**config.mk**
```make
export PLATFORM = sky130hd
export DESIGN_NAME = jvm_branch_target_resolver_flat
export DESIGN_NICKNAME = d
export VERILOG_FILES = /design/src/rtl/jbtr_pkg.sv /design/src/rtl/jbtr_stream_if.sv /design/src/rtl/jvm_branch_target_resolver.sv /design/src/flat_wrapper.sv
export SDC_FILE = /design/constraint.sdc
export NUM_CORES = 1
export LEC_CHECK = 0
export BUFFER_PORTS_ARGS = -buffer_cell sky130_fd_sc_hd__buf_4
export CORE_AREA = 2 2 196 198
export DETAILED_ROUTE_END_ITERATION = 8
export DIE_AREA = 0 0 198 200
export PLACE_DENSITY = 0.68
export SLEW_MARGIN = 20
export SYNTH_ARGS = -nofsm -noshare
export SYNTH_HDL_FRONTEND = slang
export SYNTH_SLANG_ARGS = --single-unit
```
**constraint.sdc**
```tcl
create_clock -name clk -period 8.2 [get_ports clk]
set_input_delay 2.05 -clock clk [delete_from_list [all_inputs] [get_ports clk]]
set_output_delay 2.05 -clock clk [all_outputs]
set_load 0.05 [all_outputs]
```
**src/rtl/jbtr_pkg.sv**
```systemverilog
// Shared types and constants for the JVM branch target resolver.
`timescale 1ns / 1ps
package jbtr_pkg;

  localparam int CODE_ADDR_BITS_DEF = 16;

  // bytes in a switch word and in a goto/jsr offset
  localparam int WORD_BYTES = 4;
  localparam int OFF_BYTES  = 2;

  localparam logic REQ_START = 1'b0;
  localparam logic REQ_BYTE  = 1'b1;

  localparam logic [1:0] KIND_GOTO   = 2'd0;
  localparam logic [1:0] KIND_JSR    = 2'd1;
  localparam logic [1:0] KIND_TABLE  = 2'd2;
  localparam logic [1:0] KIND_LOOKUP = 2'd3;

  typedef struct packed {
    logic               req_type;
    logic [1:0]         branch_kind;
    logic [15:0]        opcode_addr;
    logic signed [31:0] switch_key;
    logic [7:0]         code_byte;
  } jbtr_in_t;

  typedef struct packed {
    logic [15:0] target_pc;
    logic        push_return;
    logic [15:0] return_addr;
    logic        took_default;
    logic        bad_target;
  } jbtr_out_t;

endpackage

```
**src/rtl/jbtr_stream_if.sv**
```systemverilog
// Valid/ready stream interface used by both channels.
`timescale 1ns / 1ps
interface jbtr_stream_if #(
  parameter type T = logic
);
  logic valid;
  logic ready;
  T     data;

  modport source (output valid, output data, input ready);
  modport sink   (input valid, input data, output ready);
endinterface

```
**src/rtl/jvm_branch_target_resolver.sv**
```systemverilog
// JVM branch target resolver top level: goto, jsr, tableswitch, lookupswitch.
`timescale 1ns / 1ps
// A start transfer names the branch kind, opcode address and switch key; the
// code bytes after the opcode then follow one per transfer. The block takes one
// transfer every cycle: each byte is decoded by a single pass of compare and add
// logic that updates the parse state, and the target is written into the output
// register on the edge that accepts the deciding byte, so it is offered on the
// next cycle. Input is stalled only while that output register is full and not
// being drained. Bytes sent while no branch is open are dropped; a new start
// abandons any branch in progress.
module jvm_branch_target_resolver #(
  parameter int CODE_ADDR_BITS = jbtr_pkg::CODE_ADDR_BITS_DEF
) (
  input  logic                clk,
  input  logic                rst_n,
  jbtr_stream_if.sink         in_chan,
  jbtr_stream_if.source       out_chan
);

  localparam logic [3:0] PH_IDLE    = 4'd0;
  localparam logic [3:0] PH_OFF16   = 4'd1;
  localparam logic [3:0] PH_PAD     = 4'd2;
  localparam logic [3:0] PH_DEFAULT = 4'd3;
  localparam logic [3:0] PH_LOW     = 4'd4;
  localparam logic [3:0] PH_HIGH    = 4'd5;
  localparam logic [3:0] PH_TABLE   = 4'd6;
  localparam logic [3:0] PH_COUNT   = 4'd7;
  localparam logic [3:0] PH_MATCH   = 4'd8;
  localparam logic [3:0] PH_PAIROFF = 4'd9;

  localparam int          MASK_BITS = (CODE_ADDR_BITS < 16) ? CODE_ADDR_BITS : 16;
  localparam logic [15:0] ADDR_MASK = 16'((17'h1 << MASK_BITS) - 17'h1);

  logic [3:0]  phase_r, phase_nxt;
  logic [1:0]  kind_r, kind_nxt;
  logic [15:0] base_r, base_nxt;
  logic [31:0] key_r, key_nxt;
  logic [1:0]  pad_left_r, pad_left_nxt;
  logic [1:0]  byte_pos_r, byte_pos_nxt;
  logic [31:0] assemble_r, assemble_nxt;
  logic [31:0] default_r, default_nxt;
  logic [31:0] low_r, low_nxt;
  logic [31:0] high_cnt_r, high_cnt_nxt;
  logic [31:0] entry_r, entry_nxt;
  logic [31:0] match_r, match_nxt;

  logic                out_valid_r, out_valid_nxt;
  jbtr_pkg::jbtr_out_t out_data_r, out_data_nxt;

  jbtr_pkg::jbtr_in_t in_d;
  logic               acc;
  logic [31:0]        word;
  logic               last_byte;
  logic [31:0]        entry_inc;
  logic [15:0]        masked_addr;

  logic               emit;
  logic               emit_dflt;
  logic [31:0]        emit_off;
  logic signed [33:0] sum;
  logic               bad;

  assign in_d         = in_chan.data;
  assign in_chan.ready = !out_valid_r || out_chan.ready;
  assign acc          = in_chan.valid && in_chan.ready;
  assign word         = {assemble_r[23:0], in_d.code_byte};
  assign last_byte    = (phase_r == PH_OFF16) ? (byte_pos_r == 2'(jbtr_pkg::OFF_BYTES - 1))
                                              : (byte_pos_r == 2'(jbtr_pkg::WORD_BYTES - 1));
  assign entry_inc    = entry_r + 32'd1;
  assign masked_addr  = in_d.opcode_addr & ADDR_MASK;

  always_comb begin
    phase_nxt    = phase_r;
    kind_nxt     = kind_r;
    base_nxt     = base_r;
    key_nxt      = key_r;
    pad_left_nxt = pad_left_r;
    byte_pos_nxt = byte_pos_r;
    assemble_nxt = assemble_r;
    default_nxt  = default_r;
    low_nxt      = low_r;
    high_cnt_nxt = high_cnt_r;
    entry_nxt    = entry_r;
    match_nxt    = match_r;
    emit         = 1'b0;
    emit_dflt    = 1'b0;
    emit_off     = word;
    if (acc) begin
      if (in_d.req_type == jbtr_pkg::REQ_START) begin
        kind_nxt     = in_d.branch_kind;
        base_nxt     = masked_addr;
        key_nxt      = in_d.switch_key;
        byte_pos_nxt = 2'd0;
        assemble_nxt = 32'd0;
        entry_nxt    = 32'd0;
        match_nxt    = 32'd0;
        unique case (in_d.branch_kind) inside
          jbtr_pkg::KIND_GOTO, jbtr_pkg::KIND_JSR: begin
            phase_nxt = PH_OFF16;
          end
          jbtr_pkg::KIND_TABLE, jbtr_pkg::KIND_LOOKUP: begin
            // pad up to the next 4-byte boundary after the opcode
            pad_left_nxt = 2'd3 - masked_addr[1:0];
            phase_nxt    = (masked_addr[1:0] == 2'd3) ? PH_DEFAULT : PH_PAD;
          end
          default: begin
            phase_nxt = PH_OFF16;
          end
        endcase
      end else if (phase_r == PH_PAD) begin
        pad_left_nxt = pad_left_r - 2'd1;
        if (pad_left_r == 2'd1) begin
          phase_nxt = PH_DEFAULT;
        end
      end else if (phase_r != PH_IDLE) begin
        assemble_nxt = word;
        if (!last_byte) begin
          byte_pos_nxt = byte_pos_r + 2'd1;
        end else begin
          byte_pos_nxt = 2'd0;
          assemble_nxt = 32'd0;
          unique case (phase_r)
            PH_OFF16: begin
              emit     = 1'b1;
              emit_off = {{16{word[15]}}, word[15:0]};
            end
            PH_DEFAULT: begin
              default_nxt = word;
              phase_nxt   = (kind_r == jbtr_pkg::KIND_TABLE) ? PH_LOW : PH_COUNT;
            end
            PH_LOW: begin
              low_nxt   = word;
              phase_nxt = PH_HIGH;
            end
            PH_HIGH: begin
              high_cnt_nxt = word;
              if (($signed(key_r) < $signed(low_r)) || ($signed(key_r) > $signed(word))) begin
                emit      = 1'b1;
                emit_dflt = 1'b1;
              end else begin
                entry_nxt = key_r - low_r;
                phase_nxt = PH_TABLE;
              end
            end
            PH_TABLE: begin
              if (entry_r == 32'd0) begin
                emit = 1'b1;
              end else begin
                entry_nxt = entry_r - 32'd1;
              end
            end
            PH_COUNT: begin
              high_cnt_nxt = word;
              entry_nxt    = 32'd0;
              if ($signed(word) <= 0) begin
                emit      = 1'b1;
                emit_dflt = 1'b1;
              end else begin
                phase_nxt = PH_MATCH;
              end
            end
            PH_MATCH: begin
              match_nxt = word;
              phase_nxt = PH_PAIROFF;
            end
            PH_PAIROFF: begin
              if (key_r == match_r) begin
                emit = 1'b1;
              end else begin
                entry_nxt = entry_inc;
                if (entry_inc >= high_cnt_r) begin
                  emit      = 1'b1;
                  emit_dflt = 1'b1;
                end else begin
                  phase_nxt = PH_MATCH;
                end
              end
            end
            default: begin
              phase_nxt = PH_IDLE;
            end
          endcase
          if (emit_dflt) begin
            emit_off = default_r;
          end
          if (emit) begin
            phase_nxt = PH_IDLE;
          end
        end
      end
    end
  end

  // target = base + signed offset, range checked against the code size
  assign sum = $signed({18'd0, base_r}) + $signed({{2{emit_off[31]}}, emit_off});
  assign bad = sum[33] || (|(sum[32:0] >> CODE_ADDR_BITS));

  always_comb begin
    out_valid_nxt = out_valid_r;
    out_data_nxt  = out_data_r;
    if (acc && emit) begin
      out_valid_nxt             = 1'b1;
      out_data_nxt.target_pc    = sum[15:0];
      out_data_nxt.push_return  = (kind_r == jbtr_pkg::KIND_JSR);
      out_data_nxt.return_addr  = (kind_r == jbtr_pkg::KIND_JSR) ?
                                  ((base_r + 16'd3) & ADDR_MASK) : 16'd0;
      out_data_nxt.took_default = emit_dflt;
      out_data_nxt.bad_target   = bad;
    end else if (out_chan.ready) begin
      out_valid_nxt = 1'b0;
    end
  end

  always_ff @(posedge clk) begin
    if (!rst_n) begin
      phase_r     <= PH_IDLE;
      out_valid_r <= 1'b0;
    end else begin
      phase_r     <= phase_nxt;
      out_valid_r <= out_valid_nxt;
    end
  end

  always_ff @(posedge clk) begin
    kind_r     <= kind_nxt;
    base_r     <= base_nxt;
    key_r      <= key_nxt;
    pad_left_r <= pad_left_nxt;
    byte_pos_r <= byte_pos_nxt;
    assemble_r <= assemble_nxt;
    default_r  <= default_nxt;
    low_r      <= low_nxt;
    high_cnt_r <= high_cnt_nxt;
    entry_r    <= entry_nxt;
    match_r    <= match_nxt;
    out_data_r <= out_data_nxt;
  end

  assign out_chan.valid = out_valid_r;
  assign out_chan.data  = out_data_r;

  a_out_from_accept: assert property (@(posedge clk) disable iff (!rst_n)
    $rose(out_valid_r) |-> $past(acc))
    else $error("result appeared without an input transfer");

  a_idle_after_emit: assert property (@(posedge clk) disable iff (!rst_n)
    (acc && emit) |=> (phase_r == PH_IDLE))
    else $error("parser not idle after target emitted");

  a_pad_nonzero: assert property (@(posedge clk) disable iff (!rst_n)
    (phase_r == PH_PAD) |-> (pad_left_r != 2'd0))
    else $error("padding phase with no bytes left");

  a_default_not_jsr: assert property (@(posedge clk) disable iff (!rst_n)
    (out_valid_r && out_data_r.took_default) |-> !out_data_r.push_return)
    else $error("default taken on a jsr");

endmodule

```
**src/flat_wrapper.sv**
```systemverilog
// flat-port wrapper written by rule: the top's interface ports become plain ports
module jvm_branch_target_resolver_flat 
#(
  parameter int CODE_ADDR_BITS = jbtr_pkg::CODE_ADDR_BITS_DEF
)
  (clk, rst_n, in_chan_valid, in_chan_data, in_chan_ready, out_chan_valid, out_chan_data, out_chan_ready);
  jbtr_stream_if #(.T(jbtr_pkg::jbtr_in_t)) in_chan_i ();
  jbtr_stream_if #(.T(jbtr_pkg::jbtr_out_t)) out_chan_i ();
  input  logic clk;
  input  logic rst_n;
  input wire logic [$bits(in_chan_i.valid)-1:0] in_chan_valid;
  input wire logic [$bits(in_chan_i.data)-1:0] in_chan_data;
  output wire logic [$bits(in_chan_i.ready)-1:0] in_chan_ready;
  output wire logic [$bits(out_chan_i.valid)-1:0] out_chan_valid;
  output wire logic [$bits(out_chan_i.data)-1:0] out_chan_data;
  input wire logic [$bits(out_chan_i.ready)-1:0] out_chan_ready;
  assign in_chan_i.valid = in_chan_valid;
  assign in_chan_i.data = in_chan_data;
  assign in_chan_ready = in_chan_i.ready;
  assign out_chan_valid = out_chan_i.valid;
  assign out_chan_data = out_chan_i.data;
  assign out_chan_i.ready = out_chan_ready;
  jvm_branch_target_resolver #(.CODE_ADDR_BITS(CODE_ADDR_BITS)) u_core (.clk(clk), .rst_n(rst_n), .in_chan(in_chan_i), .out_chan(out_chan_i));
endmodule
```
Yosys cells after proc, flatten, opt, wreduce, memory -nomap -nowiden
Index checks and enable logic that the tools add are counted.

Bits in registers: 278. Latch bits: 0. Bits in writable memories: 0. ROM bits: 0. Input bits: 63. Memories: 0.

Add/subtract/negate cells: 8. Multipliers: 0. Divide/modulo/power cells: 0. Order comparisons: 4. Equal/unequal tests: 35. Shifts and indexed selects: 0. Mux-type cells: 67. Bitwise logic cells: 5. Reductions and logical operators: 24.

Operator list (number): 32-bit two-way mux (17); 32-bit case mux with 4 select lines (1); 24-bit two-way mux (3); 4-bit two-way mux (11); 17-bit by 32-bit adder with 33-bit output (1); 32-bit by 1-bit adder with 32-bit output (second input constant) (1); 32-bit equality test (1); 32-bit greater-or-equal comparator (1); 32-bit > comparator (1); 32-bit by 1-bit <= comparator with 1-bit output (second input constant) (1); 32-bit logical NOT (1); 32-bit less-than comparator (1); 32-bit by 1-bit subtractor with 32-bit output (second input constant) (1); 32-bit subtractor (1); 4-bit case mux with 7 select lines (1); 1-bit two-way mux (25); 5-bit by 4-bit inequality test with 1-bit output (second input constant) (4); 6-bit AND reduction (3); 17-bit OR reduction (1); 16-bit by 2-bit adder with 16-bit output (second input constant) (1); 4-bit by 3-bit equality test with 1-bit output (second input constant) (4); 2-bit two-way mux (7); 3-bit inequality test (second input constant) (4); 2-bit equality test (second input constant) (5); other kinds (27) (46).

Longest topological paths before layout
Gate-level depths: netlist of run 1.

Word-level depth: 19. Depth in mapped cells: 41.

Least setup slack after synthesis of run 1
Ideal clock, no wire load.

Kind: input to register. From: input port in_chan_data[6]. To: register u_core.out_data_r, in the netlist u_core.out_chan.data[0] (data pin). Library setup time: 271 ps. Arrival: 7528 ps. Required time: 7929 ps. Slack: 401 ps. Cell stages on the path: 29. Buffers on the path: 2. Cell sequence: inv_1 -> ha_1 -> a21o_1 -> a2111oi_0 -> o22ai_1 -> o41a_1 -> a211oi_1 -> mux2_4 -> or4_1 -> buf_2 -> nand2_1 -> inv_1 -> clkbuf_1 -> nand2_1 -> o21ai_0 -> ha_1 -> nor2b_1 -> o31a_1 -> or2_2 -> nand3_1 -> a21oi_1 -> o31ai_1 -> o21ai_0 -> nand3_1 -> nand2_1 -> and3_1 -> xnor2_1 -> o31ai_1 -> nand4_1.

Word-level cells in the longest chain between the ends: 18.

Ends and longest elaborated chain: from (decl) (RTL line flat_wrapper.sv:12) `input wire logic [$bits(in_chan_i.data)-1:0] in_chan_data;`; 32-bit > comparator (RTL line jvm_branch_target_resolver.sv:137) `if (($signed(key_r) < $signed(low_r)) || ($signed(key_r) > $signed(word))) begin`; 1-bit logical OR (RTL line jvm_branch_target_resolver.sv:137); 1-bit two-way mux (RTL line jvm_branch_target_resolver.sv:137); 1-bit case mux with 3 select lines (RTL line jvm_branch_target_resolver.sv:122) `unique case (phase_r)`; 1-bit two-way mux (RTL line jvm_branch_target_resolver.sv:117) `if (!last_byte) begin`; 1-bit two-way mux (RTL line jvm_branch_target_resolver.sv:115) `end else if (phase_r != PH_IDLE) begin`; 1-bit two-way mux (RTL line jvm_branch_target_resolver.sv:110) `end else if (phase_r == PH_PAD) begin`; 1-bit two-way mux (RTL line jvm_branch_target_resolver.sv:89) `if (in_d.req_type == jbtr_pkg::REQ_START) begin`; (+3 left out); 32-bit two-way mux (RTL line jvm_branch_target_resolver.sv:115); 32-bit two-way mux (RTL line jvm_branch_target_resolver.sv:110); 32-bit two-way mux (RTL line jvm_branch_target_resolver.sv:89); 32-bit two-way mux * (RTL line jvm_branch_target_resolver.sv:88) `if (acc) begin`; 17-bit by 32-bit adder with 33-bit output * (RTL line jvm_branch_target_resolver.sv:195) `assign sum = $signed({18'd0, base_r}) + $signed({{2{emit_off[31]}}, emit_off});`; 17-bit OR reduction (RTL line jvm_branch_target_resolver.sv:196) `assign bad = sum[33] || (|(sum[32:0] >> CODE_ADDR_BITS));`; 1-bit logical OR * (RTL line jvm_branch_target_resolver.sv:196); net u_core.bad (RTL line jvm_branch_target_resolver.sv:61) `logic bad;`; to (signal assigned) (RTL line jvm_branch_target_resolver.sv:236) `out_data_r <= out_data_nxt;`; to (decl) (RTL line jvm_branch_target_resolver.sv:48) `jbtr_pkg::jbtr_out_t out_data_r, out_data_nxt;`.

The timed path passes the listed nets; every way through them passes the cells marked *. The select of a mux whose other input is x is not followed. A chain may end at the register's enable or synchronous reset.

Final worst setup path of run 1
Ends and elaborated chain as after synthesis.

==> metrics.md, run 1 <==
| Metric | Value |
|---|---|
| CP max FO | 22 |
| FF+latch count, synth | 278 |
| Final TNS setup | 0 ns |
| CTS tree | done |
| Antenna Nets Post-Route | 0 |
| Critical Path RT | 8.50 ns |
| Synth Area in XOR/XNOR | 7.06% |
| Main combinational cell family by area after synthesis | simple AND/OR/NAND/NOR gates |
| Diode count | 0 |
| Layout area overhead | 15.7% |
| DIE WIDTH | 198 um |
| Post-synth top area cell | edfxtp_1 |
| Leakage | 7.56 nW |
| Vias in the first global route | 12300 |
| Core Region | 37400 um^2 |
| Post-synth top area share | 49.3% |
| Mux cell area share after synthesis | 0.339% |
| Critical Path Source Type | input port |
| DR iter-0 viols | 1273 |
| Hpwl dp | 32400 um |
| Area of the multi-input gates | 7710 um^2 |
| Reg clk slew, reported paths | 0.06 ns |
| # clock sinks | 278 |
| Worst hold margin | 0.589 ns |
| # IOs | 100 |
| Die area | 39600 um^2 |
| Main flop type after synthesis | edfxtp_1 |
| Worst hold-check path type | reg -> reg |
| YS warnings | 0 |
| Post-synth EDFFs | 273 |
| Final Hold Vio Count | 0 |
| Crit path largest cell delay | 0.58 ns |
| Largest net degree at the start of global routing | 93 |
| Slew Limit Fails | 0 |
| Pwr Total | 3.45 mW |
| Tcrit/Tclk final | 94.9% |
| Syn_nets | 1756 |
| Asr flop ratio synth | 0% |
| Cts bufs inserted | 30 |
| Data arrival, critical path | 8.08 ns |
| PortBufs | 99 |
| Post-synthesis adder-cell area fraction | 9.05% |
| Fmax | 0.129 GHz |
| Max capacitance violation total | 0 |
| Starting Density | 44.4% |
| GRT Residual Overflow | 0 |
| Depth of the CTS H-tree | 1 |
| Final nets | 1866 |
| Worst VDD drop | 183 uV |
| Vias/cell | 5.78 |
| Average wire per standard cell | 20.1 um |
| Setup WS pre-CTS | -0.226 ns |
| Post-layout minimum cycle time | 7.78 ns |
| Cells after Synth | 1574 |
| Routability cong. | 0.891 |
| Post-Synth Simple-Gate Area | 16.3% |
| GRT Util Overall | 22.5% |
| Slowest CP cell | a2111oi_0 |
| First-pass GRT wire length | 68300 um |
| Commonest non-fill, non-tap cell in the layout | edfxtp_1 |
| Drt drc | 0 |
| P per Cell Area | 180 nW/um^2 |
| Compound-Gate Fraction of Synth Area | 12.7% |
| Area after DPL | 18200 um^2 |
| Measured slew at the worst slew-check pin | 1.09 ns |
| Routed Wire Length | 44700 um |
| Via Count | 12800 |
| Initial antenna violation count | 0 |
| Clk buf depth | 3 |
| Height of the chip | 200 um |
| Register area | 8300 um^2 |
| First drt pass iteration count | 6 |
| Highest-count cells in the layout ignoring fill and taps | 273 x edfxtp_1, 164 x nor2_1, 149 x buf_4, 121 x inv_1, 116 x ha_1 |
| Synthesized area | 16600 um^2 |
| Netlist cell types | 76 |
| Design Area, Final | 19200 um^2 |
| Layout Skew | 0.0237 ns |
| Seq/Total Area, Yosys | 49.9% |
| Clk_lat worst skew | 0.58 ns |
| Crit-path most repeated cell | buf_4 |
| Outcome | finished, final reports clean |
| Final Setup Violations | 0 |
| Area contributors post-synth | edfxtp_1 49%, ha_1 8.8%, xor2_1 4.0%, nor2_1 3.8%, xnor2_1 3.1% |
| Endpoint class of the critical path | flip-flop |
| Setup ws final | 0.420 ns |
| Slew HR | 27.3% |
| Syn Area/Cell | 10.6 um^2 |
| Fill cells | 3280 |
| Setup CP Type | in -> reg |
| FP Rows | 71 |
| CTS Root Cell | clkbuf_16 |
| Ratio of cells with drive above 1 in the final layout | 14.8% |
## where the power goes
part / switching (mW) / internal (mW) / total (mW) / leakage (nW)
registers: 0.0619 / 1.62 / 1.68 / 2.57
clock network: 0.603 / 0.746 / 1.35 / 0.460
logic: 0.245 / 0.183 / 0.428 / 4.53
total: 0.910 / 2.54 / 3.45 / 7.56
## cells in the mapped netlist, types with 6 or more instances
cell type    n
and2_1       6
clkbuf_1    63
nand3_1     63
and3_1      18
nand4_1     24
a221o_1     10
o221ai_1    10
nor3_1      56
a211oi_1     8
ha_1       117
nand2_1     87
a21oi_1     67
a221oi_1    12
or3_1       11
nand2b_1    10
o211ai_1     6
xnor2_1     58
or2_2        6
nor2b_1     24
a22oi_1      9
o21a_1      13
inv_1      124
nor4_1      39
a31oi_1     10
xor2_1      76
nor2_1     169
and4_1       9
o21ai_0     42
a21o_1      33
o31ai_1      9
or4_1        7
a222oi_1    14
edfxtp_1   273
## layout make-up
type	instances	area share [%]
Inverter	124	2.42
Timing Repair Buffer	150	5.90
Clock inverter	23	1.15
Clock buffer	32	3.94
Multi-Input combinational cell	1100	40.1
Sequential cell	278	43.2
Tap cell	511	3.33
## routing by layer
layer | global-route usage [%] | vias to the layer above | wire (um)
li1 | - | 6057 | -
met1 | 30.4 | 6143 | 19100
met2 | 36.4 | 522 | 20600
met3 | 3.44 | 105 | 3150
met4 | 9.69 | 0 | 1830
met5 | 0 | - | 0
## sequential cells by signal, summed over array words and instances (netlist names), 4 cells and up
name / flops
u_core.out_chan.data: 35
u_core.key_r: 32
u_core.high_cnt_r: 32
u_core.base_r: 16
u_core.low_r: 32
u_core.assemble_r: 24
u_core.entry_r: 32
u_core.match_r: 32
u_core.phase_r: 4
u_core.default_r: 32
## stage by stage
stage	cells	util (%)
final	2218	51.4
after global routing	2218	51.4
after CTS	2217	51.2
after floorplan	1574	-
after global placement	2161	48.5
after detailed placement	2162	48.5
## cells by family (layout without fill, tap and decap cells)
group           Yosys count  in the layout
simple gates            545            545
compound gates          297            297
xor+xnor                134            134
fa+ha+maj               119            119
buf+inv                 196            329
mux                       5              5
flops                   278            278
## timing repair
action	in CTS	in global routing
gates resized for setup	0	18
setup endpoints to repair	0	2
hold buffers	0	0
buffers inserted	0	1
## final timing paths
| check | slack [ns] | startpoint | to | cells past startpoint |
|---|---|---|---|---|
| min reg2reg | 0.59 | u_core.pad_left_r[0] | u_core.pad_left_r[0] | 1 |
| max | 0.42 | in_chan_data[6] | u_core.out_chan.data[0] | 30 |
| min | 0.59 | u_core.pad_left_r[0] | u_core.pad_left_r[0] | 1 |
| max reg2reg | 0.45 | u_core.entry_r[0] | u_core.out_chan.data[0] | 38 |
## worst max-delay path, delay by kind of cell
family,cells,cell delay [ns]
compound gates,12,2.66
simple gates,9,1.59
buf+inv,6,0.80
fa+ha+maj,2,0.60
mux,1,0.34
Power figures use the tool's default switching activity.
==> run 2: changes to the inputs <==
--- a/config.mk
+++ b/config.mk
@@ -6,11 +6,11 @@
 export NUM_CORES = 1
 export LEC_CHECK = 0
 export BUFFER_PORTS_ARGS = -buffer_cell sky130_fd_sc_hd__buf_4
-export CORE_AREA = 2 2 196 198
+export CORE_AREA = 2 2 261 263
 export DETAILED_ROUTE_END_ITERATION = 8
-export DIE_AREA = 0 0 198 200
-export PLACE_DENSITY = 0.68
-export SLEW_MARGIN = 20
+export DIE_AREA = 0 0 263 265
+export PLACE_DENSITY = 0.45
+export SLEW_MARGIN = 30
 export SYNTH_ARGS = -nofsm -noshare
 export SYNTH_HDL_FRONTEND = slang
 export SYNTH_SLANG_ARGS = --single-unit
==> constraint.sdc (replaced) <==
create_clock -name clk -period 8.2 [get_ports clk]
set_input_delay 2.05 -clock clk [delete_from_list [all_inputs] [get_ports clk]]
set_output_delay 2.05 -clock clk [all_outputs]
set_load 0.01 [all_outputs]
==> run 2 against run 1 <==
  * Maximum frequency increased by 0.70%
  * Core utilization fell by 21 points
  * Clock skew grew 0.0042 ns
  * Largest cell class unchanged
  * Sequential power barely moved
  * Combinational power rose by 5.6%
  * Final area increased by 4.2%
  * First-iteration DRC count is 25% lower
  * Clock-buffer cell count increased by 9
  * Non-clock buffer count increased by 28
  * Routed wire length up 16%
  * Largest power group unchanged
==> metrics.md, run 2 (synthesis gave the netlist of run 1 again) <==
| Metric | Value |
|---|---|
| Starting Density | 24.9% |
| Depth of the CTS H-tree | 2 |
| Post-layout minimum cycle time | 7.73 ns |
| Commonest non-fill, non-tap cell in the layout | edfxtp_1 |
| GRT Residual Overflow | 0 |
| First drt pass iteration count | 7 |
| Max FFs per register | 35 |
| Measured slew at the worst slew-check pin | 0.927 ns |
| CP max FO | 6 |
| Ratio of cells with drive above 1 in the final layout | 16.1% |
| Hold Path Depth | 1 |
| FF-to-FF Start | u_core.entry_r[0] |
| Highest-count cells in the layout ignoring fill and taps | 273 x edfxtp_1, 174 x buf_4, 163 x nor2_1, 121 x inv_1, 117 x ha_1 |
| FP Rows | 95 |
| # clock sinks | 278 |
| Reg2Reg Depth | 41 |
| Clk buf depth | 3 |
| CTS tree | done |
| Fmax | 0.129 GHz |
| Cts bufs inserted | 36 |
| Vias in the first global route | 12700 |
| Tcrit/Tclk final | 94.2% |
| R2R Setup Slk | 0.47 ns |
| Height of the chip | 265 um |
| Vias/cell | 4.83 |
| CTS Root Cell | clkbuf_16 |
| Layout area overhead | 20.6% |
| Die area | 69700 um^2 |
| First-pass GRT wire length | 78500 um |
| Layout Skew | 0.0279 ns |
| Average wire per standard cell | 19.8 um |
| Setup CP Type | reg -> reg |
| Clk_lat worst skew | 0.57 ns |
| Leakage | 7.76 nW |
| Initial antenna violation count | 0 |
| Max capacitance violation total | 0 |
| Hold endpoint | u_core.pad_left_r[0] |
| HP Start | u_core.pad_left_r[0] |
| Crit path largest cell delay | 0.46 ns |
| Via Count | 12600 |
| Core Region | 66800 um^2 |
| Worst hold-check path type | reg -> reg |
| Crit-path most repeated cell | nand2_1 |
| Critical Path RT | 8.48 ns |
| Slew Limit Fails | 0 |
| Reg2reg end | u_core.out_chan.data[0] |
| Pwr Total | 3.65 mW |
| Final TNS setup | 0 ns |
| Largest net degree at the start of global routing | 90 |
| Hpwl dp | 38000 um |
| GRT Util Overall | 14.7% |
| Slew HR | 38.0% |
| P per Cell Area | 182 nW/um^2 |
| Antenna Nets Post-Route | 0 |
| Reg clk slew, reported paths | 0.06 ns |
| Drt drc | 0 |
| DR iter-0 viols | 949 |
| Worst VDD drop | 117 uV |
| Data arrival, critical path | 8.00 ns |
| Routed Wire Length | 51600 um |
| Final Hold Vio Count | 0 |
| Critical Path Source Type | flip-flop |
| DIE WIDTH | 263 um |
| Hold_buf cts | 0 |
| Slowest CP cell | or4_1 |
| Final nets | 1900 |
| Routability cong. | 0.855 |
| Outcome | finished, final reports clean |
| # IOs | 100 |
| Final Setup Violations | 0 |
| Endpoint class of the critical path | flip-flop |
| PortBufs | 99 |
-- run 2: cell count changes in the layout (fill, tap and decap cells not counted), moves of 3 or more --
| cell | delta |
|---|---|
| clkbuf_1 | +3 |
| buf_4 | +25 |
| clkinvlp_4 | -4 |
| inv_6 | -4 |
| clkinv_1 | +3 |
| clkbuf_16 | +6 |
-- run 2: repair_timing --
item / in CTS / in global routing
setup endpoints to repair: 0 / 2
buffers inserted: 0 / 0
gates resized for setup: 0 / 18
-- run 2: cell type report --
class	count	area [um^2]
repair buffers	178	1380
fillers	6885	46800
multi-input cells	1100	7700
inverters	124	465
diodes	1	2.50
flip-flops and latches	278	8300
clock inverters	18	171
clock buffers	41	920
well taps	873	1090
-- run 2: worst max path at each step --
stage,start,endpoint,slack [ns],depth (start not counted)
2_1_floorplan,in_chan_data[6],u_core.out_chan.data[0],0.40,29
3_3_place_gp,in_chan_data[6],u_core.out_chan.data[0],-0.14,31
3_5_place_dp,in_chan_data[6],u_core.out_chan.data[0],-0.20,31
4_1_cts,u_core.entry_r[0],u_core.out_chan.data[0],0.03,38
5_1_grt,u_core.entry_r[0],u_core.out_chan.data[0],-0.008,39
6_report,u_core.entry_r[0],u_core.out_chan.data[0],0.47,41
-- run 2: critical path, delay by kind of cell (launching register included) --
family | cells | cell delay, ns
flip-flops | 1 | 0.39
buffers and inverters | 5 | 0.60
adder cells (fa/ha/maj) | 4 | 1.04
XOR/XNOR | 1 | 0.33
AO/OA/AOI/OAI | 11 | 1.83
AND/OR/NAND/NOR | 20 | 3.30
-- run 2: per-layer routing --
layer  vias to the layer above  GRT usage [%]  part of all wire, %
met1                      6096           19.6                   46
li1                       6117              -                    -
met2                       341           24.3                   47
met5                         -              0                    0
met4                         0           4.68                  3.0
met3                        73           2.45                  4.6
-- run 2: where the power goes --
part | leakage [nW] | total [mW] | switching (mW) | internal (mW)
combinational | 4.66 | 0.452 | 0.259 | 0.193
sequential | 2.57 | 1.68 | 0.0615 | 1.62
clock | 0.527 | 1.52 | 0.650 | 0.870
total | 7.76 | 3.65 | 0.971 | 2.68
-- run 2: through the flow --
step | worst slack (ns) | instances | utilization, % | hold slack (ns) | cell area [um^2]
after floorplan | 0.401 | 1574 | - | 0.486 | 16600
after global placement | -0.139 | 2550 | 28.1 | 0.579 | 18800
after detailed placement | -0.203 | 2553 | 28.3 | 0.592 | 18900
after CTS | 0.0295 | 2612 | 29.9 | 0.600 | 20000
after global routing | -0.00774 | 2612 | 30.0 | 0.609 | 20000
final | 0.474 | 2613 | 30.0 | 0.595 | 20000
